<file path="config.mk">
export PLATFORM = sky130hd
export DESIGN_NAME = continued_fraction_rational_approx_top
export DESIGN_NICKNAME = d
export VERILOG_FILES = /design/src/sv/cfra_pkg.sv /design/src/sv/continued_fraction_rational_approx_top.sv
export SDC_FILE = /design/constraint.sdc
export NUM_CORES = 2
export LEC_CHECK = 0
export BUFFER_PORTS_ARGS = -buffer_cell sky130_fd_sc_hd__buf_2
export CORE_MARGIN = 10
export CORE_UTILIZATION = 60
export CTS_CLUSTER_DIAMETER = 100
export DETAILED_ROUTE_END_ITERATION = 12
export HOLD_SLACK_MARGIN = 0.06
export PLACE_DENSITY = 0.77
export SETUP_SLACK_MARGIN = 0.3
export SYNTH_ARGS = -nofsm -noshare
export SYNTH_HDL_FRONTEND = slang
export SYNTH_SLANG_ARGS = --single-unit
export TNS_END_PERCENT = 1
</file>
<file path="constraint.sdc">
create_clock -name clk -period 19.85 [get_ports clk]
set_input_delay 1.985 -clock clk [delete_from_list [all_inputs] [get_ports clk]]
set_output_delay 1.985 -clock clk [all_outputs]
set_load 0.03 [all_outputs]
</file>
<file path="src/sv/cfra_pkg.sv">
// Shared types and constants for the continued-fraction rational approximation block.
// Holds the sequencer state encoding and the fixed field widths; no dependencies.
`timescale 1ns / 1ps

package cfra_pkg;

    // Fixed field widths of the stream and configuration ports
    localparam int IN_W  = 48;
    localparam int NUM_W = 32;
    localparam int DEN_W = 16;
    localparam int CFG_W = 16;

    // Largest partial quotient the expansion will take
    localparam logic [63:0] REP_LIMIT = 64'h0000_0000_7FFF_FFFF;

    // Width of the multiplier's second operand (a partial quotient after the limit test)
    localparam int AI_W = 31;

    // Sequencer states, one-hot
    typedef enum logic [6:0] {
        ST_IDLE = 7'b0000001,
        ST_DIV  = 7'b0000010,
        ST_TEST = 7'b0000100,
        ST_MULD = 7'b0001000,
        ST_CMP  = 7'b0010000,
        ST_UPD  = 7'b0100000,
        ST_DONE = 7'b1000000
    } state_t;

endpackage

</file>
<file path="src/sv/continued_fraction_rational_approx_top.sv">
// Continued-fraction best rational approximation: top level with sequencer, divider
// and shared multiplier. Depends on cfra_pkg.
`timescale 1ns / 1ps

// Takes one unsigned Q(48-FRAC_BITS).FRAC_BITS value per transaction and returns
// the last continued-fraction convergent whose denominator fits max_denominator.
// The integer part is split off in the accept cycle; every further term runs one
// restoring divider (one quotient bit a cycle) followed by a limit test, two passes
// through one shared 32x31 multiplier and a convergent update. The input is ready
// only while the sequencer is idle; a finished result sits in an output register,
// so the next item can be taken while it waits.

module continued_fraction_rational_approx_top #(
    parameter int FRAC_BITS = 32,
    parameter int DEN_BITS  = 16
) (
    input  logic                        clk,
    input  logic                        rst_n,
    // Input stream; tdata: real_value[47:0]
    input  logic                        s_axis_tvalid,
    output logic                        s_axis_tready,
    input  logic [cfra_pkg::IN_W-1:0]   s_axis_tdata,
    // Result stream; tdata: numerator[31:0], denominator[47:32]
    output logic                        m_axis_tvalid,
    input  logic                        m_axis_tready,
    output logic [cfra_pkg::NUM_W+cfra_pkg::DEN_W-1:0] m_axis_tdata,
    // max_denominator register write
    input  logic                        cfg_wr_en,
    input  logic [cfra_pkg::CFG_W-1:0]  cfg_wr_data
);

    localparam int W     = FRAC_BITS + 1;
    localparam int CNT_W = $clog2(W);
    localparam int AI0_W = cfra_pkg::IN_W - FRAC_BITS;
    localparam int PROD_W = cfra_pkg::NUM_W + cfra_pkg::AI_W;

    cfra_pkg::state_t state_reg, state_next;

    logic [DEN_BITS-1:0]          max_den_reg;
    logic [W-1:0]                 quo_reg, quo_next;
    logic [W-1:0]                 rem_reg, rem_next;
    logic [W-1:0]                 q_reg, q_next;
    logic [CNT_W-1:0]             cnt_reg, cnt_next;
    logic [cfra_pkg::NUM_W-1:0]   n0_reg, n0_next, n1_reg, n1_next;
    logic [DEN_BITS-1:0]          d0_reg, d0_next, d1_reg, d1_next;
    logic [DEN_BITS-1:0]          nd_reg, nd_next;
    logic [PROD_W-1:0]            prod_reg, prod_next;
    logic                         out_valid_reg, out_valid_next;
    logic [cfra_pkg::NUM_W+cfra_pkg::DEN_W-1:0] out_data_reg, out_data_next;

    logic [W:0]                   trial;
    logic                         trial_ge;
    logic [cfra_pkg::NUM_W-1:0]   mul_a;
    logic [cfra_pkg::AI_W-1:0]    mul_b;
    logic [63:0]                  nd_full;
    logic                         beyond;
    logic [AI0_W-1:0]             ai0;
    logic [FRAC_BITS-1:0]         r0;
    logic                         in_fire;

    assign in_fire       = s_axis_tvalid && s_axis_tready;
    assign s_axis_tready = (state_reg == cfra_pkg::ST_IDLE);
    assign m_axis_tvalid = out_valid_reg;
    assign m_axis_tdata  = out_data_reg;

    // Split the input into integer part and fraction
    assign ai0 = s_axis_tdata[cfra_pkg::IN_W-1:FRAC_BITS];
    assign r0  = s_axis_tdata[FRAC_BITS-1:0];

    // One restoring division step
    assign trial    = {rem_reg, quo_reg[W-1]};
    assign trial_ge = trial >= {1'b0, q_reg};

    // Shared multiplier: denominator product, then numerator product
    assign mul_a = (state_reg == cfra_pkg::ST_CMP) ? n0_reg : cfra_pkg::NUM_W'(d0_reg);
    assign mul_b = cfra_pkg::AI_W'(quo_reg);

    // Candidate denominator and partial quotient limit test
    assign nd_full = 64'(prod_reg) + 64'(d1_reg);
    assign beyond  = (64'(quo_reg) > cfra_pkg::REP_LIMIT) ||
                     ((64'(quo_reg) == cfra_pkg::REP_LIMIT) && (rem_reg != '0));

    // Sequencer and datapath next state
    always_comb
    begin
        state_next     = state_reg;
        quo_next       = quo_reg;
        rem_next       = rem_reg;
        q_next         = q_reg;
        cnt_next       = cnt_reg;
        n0_next        = n0_reg;
        n1_next        = n1_reg;
        d0_next        = d0_reg;
        d1_next        = d1_reg;
        nd_next        = nd_reg;
        prod_next      = prod_reg;
        out_valid_next = out_valid_reg;
        out_data_next  = out_data_reg;

        // Drop the result once the consumer takes it
        if (out_valid_reg && m_axis_tready)
        begin
            out_valid_next = 1'b0;
        end

        unique case (state_reg)
            cfra_pkg::ST_IDLE:
            begin
                if (in_fire)
                begin
                    // First term comes straight from the integer part
                    n0_next  = cfra_pkg::NUM_W'(ai0);
                    n1_next  = cfra_pkg::NUM_W'(1);
                    d0_next  = DEN_BITS'(1);
                    d1_next  = '0;
                    quo_next = W'(1) << FRAC_BITS;
                    q_next   = W'(r0);
                    rem_next = '0;
                    cnt_next = CNT_W'(W - 1);
                    if ((max_den_reg == '0) || (r0 == '0))
                    begin
                        state_next = cfra_pkg::ST_DONE;
                    end
                    else
                    begin
                        state_next = cfra_pkg::ST_DIV;
                    end
                end
            end
            cfra_pkg::ST_DIV:
            begin
                rem_next = trial_ge ? W'(trial - {1'b0, q_reg}) : trial[W-1:0];
                quo_next = {quo_reg[W-2:0], trial_ge};
                cnt_next = cnt_reg - CNT_W'(1);
                if (cnt_reg == '0)
                begin
                    state_next = cfra_pkg::ST_TEST;
                end
            end
            cfra_pkg::ST_TEST:
            begin
                // Stop when the partial quotient exceeds the representation limit
                if (beyond)
                begin
                    state_next = cfra_pkg::ST_DONE;
                end
                else
                begin
                    state_next = cfra_pkg::ST_MULD;
                end
            end
            cfra_pkg::ST_MULD:
            begin
                prod_next  = PROD_W'(mul_a * mul_b);
                state_next = cfra_pkg::ST_CMP;
            end
            cfra_pkg::ST_CMP:
            begin
                // Keep the previous convergent if the denominator outgrows the limit
                nd_next   = DEN_BITS'(nd_full);
                prod_next = PROD_W'(mul_a * mul_b);
                if (nd_full > 64'(max_den_reg))
                begin
                    state_next = cfra_pkg::ST_DONE;
                end
                else
                begin
                    state_next = cfra_pkg::ST_UPD;
                end
            end
            cfra_pkg::ST_UPD:
            begin
                // Advance the convergent matrix and the Euclid pair
                n0_next = prod_reg[cfra_pkg::NUM_W-1:0] + n1_reg;
                n1_next = n0_reg;
                d0_next = nd_reg;
                d1_next = d0_reg;
                if (rem_reg == '0)
                begin
                    state_next = cfra_pkg::ST_DONE;
                end
                else
                begin
                    quo_next   = q_reg;
                    q_next     = rem_reg;
                    rem_next   = '0;
                    cnt_next   = CNT_W'(W - 1);
                    state_next = cfra_pkg::ST_DIV;
                end
            end
            cfra_pkg::ST_DONE:
            begin
                // Hold until the output register is free
                if (!out_valid_reg || m_axis_tready)
                begin
                    out_valid_next = 1'b1;
                    out_data_next  = {cfra_pkg::DEN_W'(d0_reg), n0_reg};
                    state_next     = cfra_pkg::ST_IDLE;
                end
            end
            default:
            begin
                state_next = cfra_pkg::ST_IDLE;
            end
        endcase
    end

    // Control registers
    always_ff @(posedge clk or negedge rst_n)
    begin
        if (!rst_n)
        begin
            state_reg     <= cfra_pkg::ST_IDLE;
            out_valid_reg <= 1'b0;
            max_den_reg   <= DEN_BITS'(16'hFFFF);
        end
        else
        begin
            state_reg     <= state_next;
            out_valid_reg <= out_valid_next;
            if (cfg_wr_en)
            begin
                max_den_reg <= DEN_BITS'(cfg_wr_data);
            end
        end
    end

    // Datapath registers
    always_ff @(posedge clk)
    begin
        quo_reg      <= quo_next;
        rem_reg      <= rem_next;
        q_reg        <= q_next;
        cnt_reg      <= cnt_next;
        n0_reg       <= n0_next;
        n1_reg       <= n1_next;
        d0_reg       <= d0_next;
        d1_reg       <= d1_next;
        nd_reg       <= nd_next;
        prod_reg     <= prod_next;
        out_data_reg <= out_data_next;
    end

endmodule

</file>
==> impl_summary.txt <==
----------------------------------------------------
[Yosys]
  Library cells used by synthesis ... about 90
  Largest family of logic cells by synthesized area ... adder cells
  Area share of xor/xnor cells in the synthesized design ... 0.0217
  Fraction of the yosys area taken by sequential cells ... 0.204
  Portion of netlist area occupied by mux cells ... 0.00793
  Cell types with the highest counts after synthesis ... inv_1 (955), fa_1 (869), nand2_1 (715), and2_1 (396), ha_1 (354)
  Synthesized-area fraction occupied by and/or/nand/nor cells ... 0.180
  Synthesized Nets ... 6650
  Flops & latches, synth ... 352
  Number of instances in the synthesized netlist ... between 5000 and 6000
  Cell accounting for the most synthesized area ... fa_1
  Share of the synthesized area in the top cell type ... 0.339
  Netlist area before placement ... 0.0513 sq mm
  Most used standard cell by instance count after synthesis ... inv_1
  Avg Synthesized Cell Area ... between 9 and 10 sq um
  Adder and majority gate portion of the synthesized area ... 0.426
  Count of flip-flops with a built-in enable after synthesis ... 328
  Cell types with the largest area share after synthesis ... fa_1 (34%), edfxtp_1 (19%), ha_1 (8.6%)
  Area fraction in compound gates after synthesis ... 0.0702
  Most instantiated flip-flop cell in the synthesis netlist ... edfxtp_1
  Fraction of synthesis flops using an asynchronous set or reset pin ... 0.0682
  Ys Warns ... 0

[Timing]
  Maximum clock frequency ... 90.3 MHz
  Measured slew at the worst slew-check pin ... 1.29 ns
  Final number of max-transition violations ... 0
  Share of the cycle needed by the critical path after routing ... 0.558
  Post-Route Setup TNS ... 0 ns
  Count of final setup violators ... 0
  Clock period minus worst slack ... 11.07 ns
  Remaining max-slew budget at the tightest pin ... 0.143
  Final hold vios ... 0
  Setup repair after global routing missed its margin ... false
  Max Clock Skew ... 0.0362 ns

[Clock tree]
  Setup bufs post-CTS ... 0
  Worst-Skew Late Latency ... 0.57 ns
  Number of clock sinks seen by CTS ... 352
  CTS tree ... built
  Clock tree buffer depth ... 3
  Resized Gates After CTS ... 0
  Clock slew at reported path FFs ... 0.07 ns
  CTS H-tree lvls ... 2
  Clock buffers created by TritonCTS ... 36
  Hold buffer count at cts ... 0
  Clock Root Buffer ... clkbuf_16

[Cells and area]
  Number of nets at the end of the flow ... 6598
  Sequential cell area ... 0.0105 sq mm
  Largest register FFs ... between 60 and 70
  Share of post-route cells with drive strength above 1 ... 0.0615
  Area of the multi-input gates ... 0.0362 sq mm
  Fill cell total of the finished layout ... 6856
  Area growth from synthesis to layout ... 5.53%

[Floorplanning]
  Horiz. Die Dim ... 312 um
  Die Area ... roughly 0.098 sq mm
  Die Ht ... around 310 um
  I/O pin count ... 119
  Core Box Area ... 0.0850 sq mm
  Placement row count ... 107
  Starting utilization of the core area ... 0.603

[Routing]
  Routed wire length per instance ... 22.5 um
  Remaining design rule violation count ... 0
  First-pass iteration count of the detailed router ... 7
  Vias/cell ... 6.01
  First-iteration detailed-routing DRC count ... 3807
  Antenna Violating Nets Remaining ... 0
  Sum of routed wire length over all layers ... 146000 um
  Via count ... roughly 39000

[Setup path]
  Start-to-end type of the worst setup path ... flop to flop
  Required @ worst endpoint ... ~20 ns
  Combined buffer and inverter count along the critical path ... 4
  Arrival time worst endpoint ... around 11 ns
  Kind of cell adding the most delay to the critical path ... adder cells
  Nature of the critical path startpoint ... flop
  Critical Path Max Stage Delay ... 0.87 ns
  Crit path max-delay cell type ... and2_1
  Top cell by count, worst path ... fa_1
  Critical path peak fanout ... 250
  Kind of end point of the critical path ... flop

[GRT]
  Pin count of the biggest net entering global routing ... ~250
  Combined global-route utilization of all metal layers ... 0.302
  First-pass GRT wire length ... 231000 um
  Antenna violations before repair ... 12
  Global-route congestion overflow total ... 0
  Number of global-route vias before repair ... 40700

[Outcome]
  Outcome ... finished clean

[Placed design]
  IO Port Bufs ... 118
  RePlAce Congestion ... roughly 0.95
  Final HPWL DP ... 107000 um

[Hold path]
  Hold WC Path Type ... flop to flop

[Job]
  Max-capacitance violation count ... 0

----------------------------------------------------
## worst register-to-register path: cells and delay by family, from the launching register on
family          cells  cell delay [ns]
flops               1             0.41
xor+xnor            1             0.14
simple gates        7             3.12
compound gates      8             2.07
buf+inv             4             0.79
fa+ha+maj           9             4.25
## kinds of logic after synthesis
kind of cell / after synthesis
compound gates: 561
xor+xnor: 127
fa+ha+maj: 1223
buf+inv: 1237
flops: 352
mux: 38
simple gates: 1820
## stage by stage
stage          area (sq um)  setup WS (ns)  std cells  utilization  hold WS, ns
2_1_floorplan         51300          10.58       5358            -        0.435
3_3_place_gp          52900           9.31       6412        0.622        0.448
3_5_place_dp          52900           9.03       6412        0.622        0.473
4_1_cts               54100           8.99       6476        0.637        0.485
5_1_grt               54100           8.35       6477        0.637        0.505
6_report              54100           8.78       6481        0.637        0.487
## cell usage in the layout (no fill, tap or decap), drive strengths merged, types with 168 or more instances in the layout
cell | netlist | routed
inv | 955 | 959
fa | 869 | 869
nand2 | 716 | 716
and2 | 397 | 397
ha | 354 | 354
edfxtp | 328 | 328
and3 | 264 | 264
buf | 16 | 192
nor2 | 169 | 169
a21oi | 168 | 168
## final cells by class
cell class                      instances  area share
Multi-Input combinational cell       3769       0.669
Timing Repair Buffer                  192      0.0214
Tap cell                             1144      0.0264
Clock buffer                           44      0.0187
Sequential cell                       352       0.193
Antenna cell                            5    0.000231
Inverter                              955      0.0662
Clock inverter                         20     0.00455
## worst paths after layout
path,cells past startpoint,start,to,slack (ns)
min reg2reg,0,n0_reg[9],m_axis_tdata[9],0.49
min in group asynchronous,1,rst_n,state_reg[5],1.41
max reg2reg,29,state_reg[1],prod_reg[59],8.78
max,29,state_reg[1],prod_reg[59],8.78
min,0,n0_reg[9],m_axis_tdata[9],0.49
max in group asynchronous,1,rst_n,max_den_reg[10],18.05
## layer usage
| metal | share of wire | wire [um] | track usage |
|---|---|---|---|
| met5 | 0.00028 | 41 | 0 |
| met4 | 0.050 | 7370 | 0.134 |
| met3 | 0.10 | 15200 | 0.0605 |
| met2 | 0.46 | 67900 | 0.482 |
| met1 | 0.38 | 55600 | 0.398 |
Power is not shown: default switching activity piles up to over one toggle a cycle in this logic, so the estimate is an artifact.
